[config.mk]
export PLATFORM = sky130hd
export DESIGN_NAME = fps_cfg
export DESIGN_NICKNAME = d
export VERILOG_FILES = /design/src/hdl/fps_pkg.sv /design/src/hdl/fps_cfg.sv
export SDC_FILE = /design/constraint.sdc
export NUM_CORES = 1
export LEC_CHECK = 0
export BUFFER_PORTS_ARGS = -buffer_cell sky130_fd_sc_hd__buf_4
export CAP_MARGIN = 0
export CORE_AREA = 2 2 54 56
export DETAILED_ROUTE_END_ITERATION = 6
export DIE_AREA = 0 0 56 58
export PLACE_DENSITY = 0.81
export SLEW_MARGIN = 5
export SYNTH_ARGS = -nofsm -noshare
export SYNTH_HDL_FRONTEND = slang
export SYNTH_SLANG_ARGS = --single-unit
[constraint.sdc]
create_clock -name clk_i -period 0.95 [get_ports clk_i]
set_input_delay 0.19 -clock clk_i [delete_from_list [all_inputs] [get_ports clk_i]]
set_output_delay 0.19 -clock clk_i [all_outputs]
set_load 0.05 [all_outputs]
[src/hdl/fps_pkg.sv]
// Shared types and constants of the frame pixel statistics block.
// No dependencies; every other file refers to it by scoped names.
package fps_pkg;

  localparam int unsigned PIX_W      = 8;
  localparam int unsigned RUN_W      = 9;
  localparam int unsigned ROWS_W     = 9;
  localparam int unsigned CNT_W      = 18;
  localparam int unsigned CFG_IDX_W  = 2;
  localparam int unsigned CFG_DATA_W = 10;
  localparam int unsigned AW_W       = 10;
  localparam int unsigned AH_W       = 9;

  localparam int unsigned WIDTH_RST  = 320;
  localparam int unsigned HEIGHT_RST = 200;
  localparam logic [PIX_W-1:0] THR_RST = 8'd128;
  localparam logic [PIX_W-1:0] PIX_MAX = 8'd255;
  localparam logic [RUN_W-1:0] RUN_MAX = 9'd511;

  typedef enum logic [CFG_IDX_W-1:0] {
    CFG_ACTIVE_WIDTH       = 2'd0,
    CFG_ACTIVE_HEIGHT      = 2'd1,
    CFG_CONTRAST_THRESHOLD = 2'd2
  } cfg_idx_e;

  // Position flags of one pixel, produced when it is accepted.
  typedef struct packed {
    logic have_up;
    logic col_nz;
    logic row_end;
    logic last_row;
    logic frame_end;
    logic mirror_chk;
  } issue_t;

  // One column entry: contrast still pending for the pixel, and its run.
  typedef struct packed {
    logic             pending;
    logic [RUN_W-1:0] run;
  } col_word_t;

  typedef struct packed {
    logic [PIX_W-1:0]  max_value;
    logic [PIX_W-1:0]  min_value;
    logic [ROWS_W-1:0] asymmetric_rows;
    logic [CNT_W-1:0]  contrast_pixels;
    logic [RUN_W-1:0]  longest_vertical_run;
  } result_t;

endpackage

[src/hdl/fps_cfg.sv]
// Configuration registers; width and height are stored clamped, minus one.
// Depends on fps_pkg.
module fps_cfg #(
  parameter int unsigned MAX_WIDTH  = 512,
  parameter int unsigned MAX_HEIGHT = 256
) (
  input  logic                            clk_i,
  input  logic                            rst_ni,
  input  logic                            we_i,
  input  logic [fps_pkg::CFG_IDX_W-1:0]   index_i,
  input  logic [fps_pkg::CFG_DATA_W-1:0]  data_i,
  output logic [fps_pkg::PIX_W-1:0]       thr_o,
  output logic [$clog2(MAX_WIDTH)-1:0]    wm1_o,
  output logic [$clog2(MAX_HEIGHT)-1:0]   hm1_o
);

  localparam int unsigned XW = $clog2(MAX_WIDTH);
  localparam int unsigned YW = $clog2(MAX_HEIGHT);
  localparam logic [XW-1:0] WM1_RST = XW'(((fps_pkg::WIDTH_RST > MAX_WIDTH) ?
                                           MAX_WIDTH : fps_pkg::WIDTH_RST) - 1);
  localparam logic [YW-1:0] HM1_RST = YW'(((fps_pkg::HEIGHT_RST > MAX_HEIGHT) ?
                                           MAX_HEIGHT : fps_pkg::HEIGHT_RST) - 1);

  logic [31:0]   raw_w, raw_h;
  logic [XW-1:0] wm1_d, wm1_q;
  logic [YW-1:0] hm1_d, hm1_q;
  logic [fps_pkg::PIX_W-1:0] thr_q;

  // A size of zero acts as one, a size above the maximum as the maximum.
  always_comb begin
    raw_w = 32'(data_i[fps_pkg::AW_W-1:0]);
    raw_h = 32'(data_i[fps_pkg::AH_W-1:0]);
    if (raw_w == 32'd0) begin
      wm1_d = '0;
    end else if (raw_w > 32'(MAX_WIDTH)) begin
      wm1_d = XW'(MAX_WIDTH - 1);
    end else begin
      wm1_d = XW'(raw_w - 32'd1);
    end
    if (raw_h == 32'd0) begin
      hm1_d = '0;
    end else if (raw_h > 32'(MAX_HEIGHT)) begin
      hm1_d = YW'(MAX_HEIGHT - 1);
    end else begin
      hm1_d = YW'(raw_h - 32'd1);
    end
  end

  always_ff @(posedge clk_i or negedge rst_ni) begin
    if (!rst_ni) begin
      wm1_q <= WM1_RST;
      hm1_q <= HM1_RST;
      thr_q <= fps_pkg::THR_RST;
    end else if (we_i) begin
      unique case (fps_pkg::cfg_idx_e'(index_i))
        fps_pkg::CFG_ACTIVE_WIDTH:       wm1_q <= wm1_d;
        fps_pkg::CFG_ACTIVE_HEIGHT:      hm1_q <= hm1_d;
        fps_pkg::CFG_CONTRAST_THRESHOLD: thr_q <= data_i[fps_pkg::PIX_W-1:0];
        default: ;
      endcase
    end
  end

  assign thr_o = thr_q;
  assign wm1_o = wm1_q;
  assign hm1_o = hm1_q;

endmodule

==> impl_summary.txt, run 1 <==
----------------------------------------------------
[Status]
  Outcome ... finished with violations
  Violated checks ... setup timing

[Synthesis]
  Cells taking the most area after synthesis ... dfstp_2 (28%), dfrtp_1 (24%), a21o_1 (6.7%)
  Cell taking the most area after synthesis ... dfstp_2
  Gate count after technology mapping ... 110
  Total standard cell area after synthesis ... around 1200 µm²
  Per-instance average area after synthesis ... 11.2 µm²
  Count of warnings emitted by yosys ... 0
  Count of flip-flops with a built-in enable after synthesis ... 0
  Portion of the post-synthesis area used by sequential elements ... 0.523
  Net count of the mapped netlist ... between 100 and 150
  Synthesized flop and latch total ... 25
  Post-synthesis cell type count ... 29
  Fraction of registers with async set/reset ... 1.00
  Yosys top cell area share ... 0.278
  Main synth FF type ... dfstp_2

[Cells and area]
  P&R area growth vs syn ... 80.2%
  Final standard cell count with taps included and fillers excluded ... 218
  Fin nets ... about 210
  Commonest non-fill, non-tap cells in the layout ... buf_4 (45), buf_6 (16), dfstp_2 (13), buf_8 (13)
  Commonest non-fill, non-tap cell in the layout ... buf_4
  Fraction of the core area covered by cells at the end of the flow ... 0.831
  Share of cells above drive strength 1 ... 0.717
  Diode insertion count for antenna repair ... 0

[CTS]
  Number of H-tree levels ... 1
  Num Clock Sinks ... 25
  TritonCTS buffer count ... 3
  Clk slew on worst S/H paths ... about 150 ps
  Clock tree from TritonCTS ... built
  Clock latency on the worst-skew pair ... about 330 ps
  Root Driver ... clkbuf_4
  Buffer depth of the longest clock path ... 2

[Placed design]
  Hpwl dp ... about 2.5 mm
  Port buffer count ... 39
  Worst-case setup slack after placement ... -586 ps
  Total placed cells including tap cells ... about 200
  Placer Congestion ... about 0.90

[Flow run]
  Max-cap violations ... 0

[Global route]
  Aggregate global routing overflow ... 0
  Overall fraction of global-route tracks in use ... 0.244
  Initial antenna violation count ... 0
  Pin count of the biggest net entering global routing ... 26
  Number of global-route vias before repair ... about 1200
  First-pass GRT wire length ... between 6 and 7 mm

[Critical path]
  CP delay by family, top ... flip-flops
  Arrival @ worst endpoint ... between 1000 and 1500 ps
  Crit path cell chain ... buf_8
  CP Max Fanout ... 2
  Critical Path Start ... hm1_o[6]$_DFFE_PN1P_
  Critical Path End Type ... primary output
  Worst setup path category ... reg -> out
  Critical path buffer and inverter count ... 1
  Startpoint class of the critical path ... flip-flop
  Crit-path slowest cell ... dfstp_2
  Reg-to-reg startpoint ... wm1_o[8]$_DFFE_PN1P_
  Worst path max stage delay ... 590 ps
  Critical Path RT ... about 760 ps

[Worst hold path]
  Worst min-delay path category ... in -> reg
  Hold Startpoint ... data_i[5]

[Die]
  Core Rows ... 19
  Die outline height ... about 58 µm
  Std-Cell Core Area ... 2660 µm²
  Die Footprint ... approximately 3200 µm²
  IO Count ... 40
  Initial core utilization ... 0.461
  Die Wd ... around 56 µm

[Timing]
  Total negative setup slack ... -8070 ps
  Final clock period utilization by the worst path ... 1.33
  Crit path time final ... 1260 ps
  Final Hold Fails ... 0
  Maximum clock frequency ... just under 800 MHz
  Transition at the pin with the smallest max-transition slack ... between 400 and 500 ps
  Worst max-slew margin expressed relative to the limit ... 0.719
  Max-slew violation count ... 0
  Worst setup skew after layout ... 0 ps
  Smallest setup slack after layout ... -310 ps
  Unrepaired setup endpoints after global routing ... true
  Final setup violation count ... 42

[Power and ir drop]
  Static leakage power ... ~0.99 nW
  Ratio of total power to cell area ... around 1800 nW/µm²
  Peak supply drop ... 1.75 mV

[Drt]
  Number of search-and-repair iterations in the first detailed-routing pass ... 4
  Post-DRT Antenna Nets ... 0
  Avg Vias per Cell ... between 5 and 6
  Average detailed-routed wire length per instance ... about 19 µm
  Total number of vias ... about 1200
  Routed wire length ... a little over 4 mm
  # DRC ... 0
  Drt first-iter violations ... 46

----------------------------------------------------
-- per-layer routing --
layer	vias to the layer above	share of wire	routed length (µm)	global-route usage
met2	37	0.56	2270	0.454
met4	0	0.015	62	0.0850
met5	-	0	0	0
li1	548	-	-	-
met3	7	0.035	140	0.0335
met1	604	0.39	1570	0.291
-- path summary, 6_finish.rpt --
path	end	slack, ps	depth (start not counted)
min in group asynchronous	thr_o[0]$_DFFE_PN0P_	270	2
hold / removal	thr_o[5]$_DFFE_PN0P_	110	2
max in group asynchronous	hm1_o[6]$_DFFE_PN1P_	390	2
setup reg to reg	wm1_o[8]$_DFFE_PN1P_	-60	3
setup / recovery	hm1_o[6]	-310	1
hold reg to reg	hm1_o[0]$_DFFE_PN1P_	520	2
-- sequential cells by signal (all words and copies together) (netlist names) --
name	cells
wm1_o	9
hm1_o	8
thr_o	8
-- cell usage after synthesis, drive strengths merged (2+ instances only) --
| cell type | instances |
|---|---|
| a21o | 11 |
| a21oi | 15 |
| a31oi | 5 |
| clkbuf | 2 |
| dfrtp | 12 |
| dfstp | 13 |
| ha | 2 |
| inv | 4 |
| mux2 | 6 |
| nand2 | 9 |
| nand3b | 2 |
| nor2 | 4 |
| nor4 | 2 |
| o21ai | 7 |
| or4 | 2 |
| xnor2 | 6 |
-- report_power, final --
group / internal, W / switching (W)
registers: 0.00133 / 0.000158
clock network: 0.000161 / 0.000356
logic: 0.000821 / 0.00108
total: 0.00231 / 0.00160
-- what timing repair did --
action                                 CTS  global route
endpoints found under the hold margin   12             0
resized for setup                       57             8
setup buffers                            9             4
pin swaps                                9             3
setup endpoints to repair               42            42
hold buffers                             1             0
-- layout make-up --
class                           instances  area, µm²
Tap cell                               31       38.8
Fill cell                             143        450
Multi-Input combinational cell         78        717
Sequential cell                        25        648
Clock inverter                          1       7.51
Inverter                                4       35.0
Timing Repair Buffer                   76        743
Clock buffer                            3       22.5
-- stage by stage --
stage               total power [W]  hold WS [ps]  area, µm²
floorplan                   0.00243          -106       1350
global route                0.00404           120       2210
finish                      0.00391           108       2210
CTS                         0.00383           133       2160
detailed placement          0.00297           112       1830
global placement            0.00293           103       1830
-- kinds of logic after synthesis --
group	after synthesis	synth area share
AND/OR/NAND/NOR	23	0.124
AO/OA/AOI/OAI	40	0.205
XOR/XNOR	7	0.0500
buffers and inverters	7	0.0224
flip-flops	25	0.523
adder cells (fa/ha/maj)	2	0.0204
multiplexers	6	0.0550
No activity file was read; power rests on OpenSTA's default activity.
==> inputs of run 2 (changes only) <==
ABC_AREA = 1   (was not set)
CORE_AREA = 2 2 55 57   (was 2 2 54 56)
DIE_AREA = 0 0 57 59   (was 0 0 56 58)
PLACE_DENSITY = 0.82   (was 0.81)
==> impl_summary.txt, run 2 <==
----------------------------------------------------
[CTS]
  Root Driver ... clkbuf_4 (unchanged)
  Clk slew on worst S/H paths ... 150 ps (about the same)
  Number of H-tree levels ... 1 (unchanged)
  Clock latency on the worst-skew pair ... 330 ps (about the same)
  Clock tree from TritonCTS ... built (unchanged)
  Num Clock Sinks ... 25 (unchanged)
  TritonCTS buffer count ... 3 (unchanged)
  Buffer depth of the longest clock path ... 2 (unchanged)

[Status]
  Outcome ... finished with violations (unchanged)
  Violated checks ... setup timing (unchanged)

[Synthesis]
  Count of flip-flops with a built-in enable after synthesis ... 0 (unchanged)
  Most frequent cell after synthesis ... nand2_1 (was a21oi_1)
  Per-instance average area after synthesis ... 8.06 µm² (was 11.2 µm²)
  Synthesized flop and latch total ... 25 (unchanged)
  Count of warnings emitted by yosys ... 0 (unchanged)
  Total standard cell area after synthesis ... 1310 µm² (was 1230 µm²)
  Fraction of registers with async set/reset ... 1.00 (unchanged)
  Portion of the post-synthesis area used by sequential elements ... 0.491 (was 0.523)
  Post-synthesis cell type count ... 19 (was 29)
  Yosys top cell area share ... 0.261 (was 0.278)
  Main synth FF type ... dfstp_2 (unchanged)
  Cell taking the most area after synthesis ... dfstp_2 (unchanged)
  Cells taking the most area after synthesis ... dfstp_2 (26%), dfrtp_1 (23%), nand2_1 (22%) (was dfstp_2 (28%), dfrtp_1 (24%), a21o_1 (6.7%))
  Most common library cells after synthesis ... nand2_1 (78), dfstp_2 (13), dfrtp_1 (12) (was a21oi_1 (15), dfstp_2 (13), dfrtp_1 (12))
  Gate count after technology mapping ... 162 (was 110)
  Net count of the mapped netlist ... 179 (was 127)

[Critical path]
  Worst setup path category ... reg -> out (unchanged)
  Startpoint class of the critical path ... flip-flop (unchanged)
  Reg-to-reg setup timing slack ... 30 ps (was -60 ps)
  Worst path max stage delay ... 590 ps (about the same)
  Critical Path End Type ... primary output (unchanged)
  CP delay by family, top ... flip-flops (unchanged)
  Critical path buffer and inverter count ... 1 (unchanged)
  CP Max Fanout ... 2 (unchanged)
  Crit-path slowest cell ... dfstp_2 (unchanged)
  Critical Path RT ... 760 ps (about the same)
  Crit path cell chain ... buf_8 (unchanged)
  Arrival @ worst endpoint ... 1070 ps (about the same)

[Power and ir drop]
  Power dissipated by switching net loads ... 0.00153 W (was 0.00160 W)
  Cell Int Power ... 0.00218 W (was 0.00231 W)
  Peak supply drop ... 1.47 mV (was 1.75 mV)
  Share of total power consumed by net switching ... 0.413 (was 0.408)
  Static leakage power ... 1.06 nW (was 0.995 nW)
  Sequential fraction of design power ... 0.398 (was 0.381)
  Relative contribution of combinational cells to total power ... 0.468 (was 0.487)
  Clock share of power ... 0.134 (was 0.132)
  Ratio of total power to cell area ... 1810 nW/µm² (was 1770 nW/µm²)

[Placed design]
  Hpwl dp ... 2.55 mm (was 2.52 mm)
  Dpl cell area ... 1810 µm² (was 1830 µm²)
  Placer Congestion ... 0.878 (was 0.900)
  Port buffer count ... 39 (unchanged)

[Global route]
  Overall fraction of global-route tracks in use ... 0.231 (was 0.244)
  Initial antenna violation count ... 0 (unchanged)
  Pin count of the biggest net entering global routing ... 26 (unchanged)
  Number of global-route vias before repair ... 1324 (was 1233)
  First-pass GRT wire length ... 5.98 mm (was 6.04 mm)
  Aggregate global routing overflow ... 0 (unchanged)

[Timing]
  Final Hold Fails ... 0 (unchanged)
  Worst max-slew margin expressed relative to the limit ... 0.786 (was 0.719)
  Max-slew violation count ... 0 (unchanged)
  Transition at the pin with the smallest max-transition slack ... 322 ps (was 419 ps)
  Worst setup skew after layout ... 0 ps (unchanged)
  Final clock period utilization by the worst path ... 1.33 (about the same)
  Hold Worst Slack ... 145 ps (was 108 ps)
  Unrepaired setup endpoints after global routing ... true (unchanged)
  Maximum clock frequency ... 791 MHz (was 794 MHz)
  Crit path time final ... 1260 ps (about the same)
  Final setup violation count ... 25 (was 42)
  Smallest setup slack after layout ... -314 ps (was -310 ps)

[Cells and area]
  Flip-flop count of the largest register, all copies and words added ... 9 (unchanged)
  Share of cells above drive strength 1 ... 0.467 (was 0.717)
  P&R area growth vs syn ... 56.8% (was 80.2%)
  Fin nets ... 245 (was 205)
  Fraction of the core area covered by cells at the end of the flow ... 0.756 (was 0.831)
  Commonest non-fill, non-tap cells in the layout ... nand2_1 (76), buf_4 (35), dfstp_2 (13), buf_8 (13), buf_6 (12) (was buf_4 (45), buf_6 (16), dfstp_2 (13), buf_8 (13))
  Commonest non-fill, non-tap cell in the layout ... nand2_1 (was buf_4)
  Diode insertion count for antenna repair ... 0 (unchanged)
  Final Cell Area ... 2050 µm² (was 2210 µm²)

[Drt]
  # DRC ... 0 (unchanged)
  Drt first-iter violations ... 63 (was 46)
  Met2 WL ... 1.92 mm (was 2.27 mm)
  Routed wire length ... 3.63 mm (was 4.04 mm)
  Avg Vias per Cell ... 5.05 (was 5.49)
  Number of search-and-repair iterations in the first detailed-routing pass ... 4 (unchanged)
  Met3 layer wire length in the routed design ... 244 µm (was 140 µm)
  Top sig layer ... met4 (unchanged)
  Total number of vias ... 1303 (was 1196)
  Average detailed-routed wire length per instance ... 14.1 µm (was 18.5 µm)
  Post-DRT Antenna Nets ... 0 (unchanged)
  Metal1 wirelength ... 1.40 mm (was 1.57 mm)

[Die]
  IO Count ... 40 (unchanged)
  Std-Cell Core Area ... 2710 µm² (was 2660 µm²)
  Core Rows ... 19 (unchanged)
  Initial core utilization ... 0.482 (was 0.461)
  Die outline height ... 59 µm (was 58 µm)
  Die Footprint ... 3360 µm² (was 3250 µm²)
  Die Wd ... 57 µm (was 56 µm)

[Worst hold path]
  Worst min-delay path category ... in -> reg (unchanged)

[Flow run]
  Max-cap violations ... 0 (unchanged)

----------------------------------------------------
run 2: changes by cell type in the layout (fill, tap and decap cells not counted), sizes merged, moves of 6 or more:
cell	delta
nor2	+6
a21o	-11
nand3	+9
inv	+10
buf	-14
nand2	+77
a21oi	-14
run 2: stage by stage:
stage | setup WS [ps] | cells | total power, W | TNS (ps)
after floorplan | -41.0 | 162 | 0.00238 | -97.3
after global placement | -273 | 247 | 0.00286 | -3560
after detailed placement | -294 | 247 | 0.00289 | -3920
after CTS | -289 | 254 | 0.00364 | -5390
after global routing | -334 | 258 | 0.00386 | -6140
final | -314 | 258 | 0.00370 | -5460
run 2: final timing paths:
path	from	endpoint	cells past startpoint
setup reg to reg	thr_o[1]$_DFFE_PN0P_	thr_o[1]$_DFFE_PN0P_	4
max in group asynchronous	rst_ni	hm1_o[7]$_DFFE_PN1P_	2
hold reg to reg	wm1_o[4]$_DFFE_PN1P_	wm1_o[4]$_DFFE_PN1P_	2
min in group asynchronous	rst_ni	hm1_o[3]$_DFFE_PN0P_	2
hold / removal	data_i[4]	thr_o[4]$_DFFE_PN0P_	2
setup / recovery	hm1_o[0]$_DFFE_PN1P_	hm1_o[0]	1
run 2: layout make-up:
class,instances,area (µm²)
fillers,187,662
flip-flops and latches,25,643
multi-input cells,122,636
repair buffers,62,623
inverters,14,77.6
well taps,31,38.8
clock buffers,3,22.5
clock inverters,1,7.51
run 2: worst register-to-register path: cells and delay by family (launching register included):
kind                   cells  cell delay [ps]
flip-flops                 1              430
buffers and inverters      2              260
AND/OR/NAND/NOR            1               60
AO/OA/AOI/OAI              1               70
run 2: per-layer routing:
layer	track usage	vias up
li1	-	624
met1	0.298	603
met2	0.392	65
met3	0.0437	11
met4	0.0831	0
met5	0	-
run 2: kinds of logic (layout without fill, tap and decap cells):
| family | count (synthesis) | count (layout) | share of synthesized area |
|---|---|---|---|
| flip-flops | 25 | 25 | 0.491 |
| AND/OR/NAND/NOR | 105 | 105 | 0.366 |
| adder cells (fa/ha/maj) | 2 | 2 | 0.0192 |
| buffers and inverters | 15 | 80 | 0.0441 |
| AO/OA/AOI/OAI | 11 | 11 | 0.0508 |
| multiplexers | 1 | 1 | 0.00862 |
| XOR/XNOR | 3 | 3 | 0.0201 |
run 2: power groups by stage:
stage / Combinational, W / Sequential [W] / Clock, W
floorplan: 0.000278 / 0.00210 / 0
global placement: 0.00143 / 0.00143 / 0
detailed placement: 0.00145 / 0.00144 / 0
CTS: 0.00168 / 0.00147 / 0.000494
global route: 0.00182 / 0.00150 / 0.000540
finish: 0.00173 / 0.00148 / 0.000497
run 2: timing repair:
item | in CTS | in global routing
endpoints found under the setup margin | 25 | 31
pin swaps | 0 | 0
resized for setup | 38 | 7
buffers inserted | 2 | 4
endpoints found under the hold margin | 12 | 0
hold buffers | 1 | 0
==> inputs of run 3 (changes only) <==
PLACE_DENSITY = 0.77   (was 0.82)
==> impl_summary.txt, run 3 (synthesis gave the netlist of run 2 again) <==
----------------------------------------------------
[Power and ir drop]
  Cell Int Power ... 0.00220 W (was 0.00218 W)
  Relative contribution of combinational cells to total power ... 0.472 (was 0.468)
  Share of total power consumed by net switching ... 0.407 (was 0.413)
  Static leakage power ... 1.06 nW (about the same)
  Sequential fraction of design power ... 0.396 (was 0.398)
  Clock share of power ... 0.132 (was 0.134)
  Power dissipated by switching net loads ... 0.00151 W (was 0.00153 W)
  Ratio of total power to cell area ... 1810 nW/µm² (about the same)
  Peak supply drop ... 1.81 mV (was 1.47 mV)

[Flow run]
  Max-cap violations ... 0 (unchanged)

[Drt]
  Number of search-and-repair iterations in the first detailed-routing pass ... 4 (unchanged)
  Average detailed-routed wire length per instance ... 13.1 µm (was 14.1 µm)
  Drt first-iter violations ... 35 (was 63)
  Total number of vias ... 1285 (was 1303)
  # DRC ... 0 (unchanged)
  Avg Vias per Cell ... 4.92 (was 5.05)
  Post-DRT Antenna Nets ... 0 (unchanged)
  Routed wire length ... 3.43 mm (was 3.63 mm)

[Global route]
  Pin count of the biggest net entering global routing ... 26 (unchanged)
  Aggregate global routing overflow ... 0 (unchanged)
  First-pass GRT wire length ... 5.62 mm (was 5.98 mm)
  Overall fraction of global-route tracks in use ... 0.214 (was 0.231)
  Number of global-route vias before repair ... 1298 (was 1324)
  Initial antenna violation count ... 0 (unchanged)

[Critical path]
  Worst setup path category ... reg -> out (unchanged)
  Startpoint class of the critical path ... flip-flop (unchanged)
  Crit path cell chain ... buf_8 (unchanged)
  CP delay by family, top ... flip-flops (unchanged)
  Critical path buffer and inverter count ... 1 (unchanged)
  Arrival @ worst endpoint ... 1060 ps (was 1070 ps)
  Worst path max stage delay ... 580 ps (was 590 ps)
  Crit-path slowest cell ... dfstp_2 (unchanged)
  Critical Path End Type ... primary output (unchanged)
  CP Max Fanout ... 2 (unchanged)
  Critical Path RT ... 760 ps (about the same)
  Reg-to-reg setup timing slack ... 80 ps (was 30 ps)

[Die]
  IO Count ... 40 (unchanged)
  Die Footprint ... 3360 µm² (unchanged)
  Die outline height ... 59 µm (unchanged)
  Initial core utilization ... 0.482 (unchanged)
  Die Wd ... 57 µm (unchanged)
  Std-Cell Core Area ... 2710 µm² (unchanged)
  Core Rows ... 19 (unchanged)

[CTS]
  Clock tree from TritonCTS ... built (unchanged)
  Root Driver ... clkbuf_4 (unchanged)
  TritonCTS buffer count ... 3 (unchanged)
  Num Clock Sinks ... 25 (unchanged)
  Clk slew on worst S/H paths ... 140 ps (was 150 ps)
  Number of H-tree levels ... 1 (unchanged)
  Buffer depth of the longest clock path ... 2 (unchanged)
  Clock latency on the worst-skew pair ... 320 ps (was 330 ps)

[Timing]
  Final clock period utilization by the worst path ... 1.31 (was 1.33)
  Total negative setup slack ... -5400 ps (was -5460 ps)
  Transition at the pin with the smallest max-transition slack ... 311 ps (was 322 ps)
  Final setup violation count ... 25 (unchanged)
  Max-slew violation count ... 0 (unchanged)
  Crit path time final ... 1250 ps (was 1260 ps)
  Smallest setup slack after layout ... -295 ps (was -314 ps)
  Maximum clock frequency ... 803 MHz (was 791 MHz)
  Worst setup skew after layout ... 0 ps (unchanged)
  Worst max-slew margin expressed relative to the limit ... 0.792 (was 0.786)
  Unrepaired setup endpoints after global routing ... true (unchanged)
  Final Hold Fails ... 0 (unchanged)

[Placed design]
  Hpwl dp ... 2.49 mm (was 2.55 mm)
  Placer Congestion ... 0.853 (was 0.878)
  Port buffer count ... 39 (unchanged)

[Cells and area]
  Commonest non-fill, non-tap cells in the layout ... nand2_1 (77), buf_4 (38), dfstp_2 (13), buf_8 (13), buf_6 (12) (was nand2_1 (76), buf_4 (35), dfstp_2 (13), buf_8 (13), buf_6 (12))
  Share of cells above drive strength 1 ... 0.461 (was 0.467)
  Fill cell total of the finished layout ... 192 (was 187)
  Flip-flop count of the largest register, all copies and words added ... 9 (unchanged)
  Fraction of the core area covered by cells at the end of the flow ... 0.759 (was 0.756)
  Commonest non-fill, non-tap cell in the layout ... nand2_1 (unchanged)
  P&R area growth vs syn ... 57.5% (was 56.8%)
  Fin nets ... 248 (was 245)
  Diode insertion count for antenna repair ... 0 (unchanged)

[Status]
  Violated checks ... setup timing (unchanged)
  Outcome ... finished with violations (unchanged)

[Worst hold path]
  Worst min-delay path category ... in -> reg (unchanged)

----------------------------------------------------
==> run 3: cell count changes in the layout (fill, tap and decap cells not counted) <==
cell     change
buf_4        +3
ha_1         +1
ha_2         -1
nand2_1      +1
nand2_4      -1
o21ai_0      +1
o21ai_2      -1
==> run 3: metrics by stage <==
stage | cells | worst slack [ps] | hold slack, ps | instance area [µm²] | power [W]
floorplan | 162 | -41.0 | -106 | 1350 | 0.00238
global placement | 246 | -269 | 99.4 | 1800 | 0.00286
detailed placement | 246 | -290 | 108 | 1800 | 0.00289
CTS | 255 | -299 | 130 | 2010 | 0.00366
global route | 261 | -335 | 134 | 2060 | 0.00388
finish | 261 | -295 | 133 | 2060 | 0.00372
==> run 3: power by group through the flow <==
| stage | Combinational (W) | Sequential [W] | Clock, W |
|---|---|---|---|
| 6_report | 0.00175 | 0.00147 | 0.000490 |
| 5_1_grt | 0.00184 | 0.00150 | 0.000542 |
| 4_1_cts | 0.00169 | 0.00147 | 0.000504 |
| 3_5_place_dp | 0.00145 | 0.00143 | 0 |
| 3_3_place_gp | 0.00143 | 0.00142 | 0 |
| 2_1_floorplan | 0.000278 | 0.00210 | 0 |
==> run 3: cell type report <==
cell class | instances | area [µm²] | share of cell area
timing repair buffer | 65 | 646 | 0.314
sequential | 25 | 643 | 0.313
multi-input combinational | 122 | 622 | 0.302
inverter | 14 | 77.6 | 0.0377
tap | 31 | 38.8 | 0.0189
clock buffer | 3 | 22.5 | 0.0109
clock inverter | 1 | 7.51 | 0.00365
==> run 3: final timing paths <==
path | start | cells after the start | to
min | data_i[4] | 2 | thr_o[4]$_DFFE_PN0P_
max reg2reg | thr_o[5]$_DFFE_PN0P_ | 4 | thr_o[5]$_DFFE_PN0P_
min in group asynchronous | rst_ni | 2 | thr_o[5]$_DFFE_PN0P_
min reg2reg | hm1_o[0]$_DFFE_PN1P_ | 2 | hm1_o[0]$_DFFE_PN1P_
max in group asynchronous | rst_ni | 2 | hm1_o[2]$_DFFE_PN1P_
max | wm1_o[3]$_DFFE_PN1P_ | 1 | wm1_o[3]
==> run 3: what timing repair did <==
action | CTS | global route
resized for setup | 37 | 3
gates cloned | 0 | 0
hold buffers | 1 | 0
hold endpoints to repair | 12 | 0
buffers inserted | 4 | 6
setup endpoints to repair | 25 | 27
==> run 3: routing by layer <==
metal / GRT usage / up-vias / wire, µm
met5: 0 / - / 0
met4: 0.0731 / 0 / 68
met3: 0.0262 / 6 / 138
met2: 0.402 / 39 / 1830
met1: 0.254 / 606 / 1400
li1: - / 634 / -
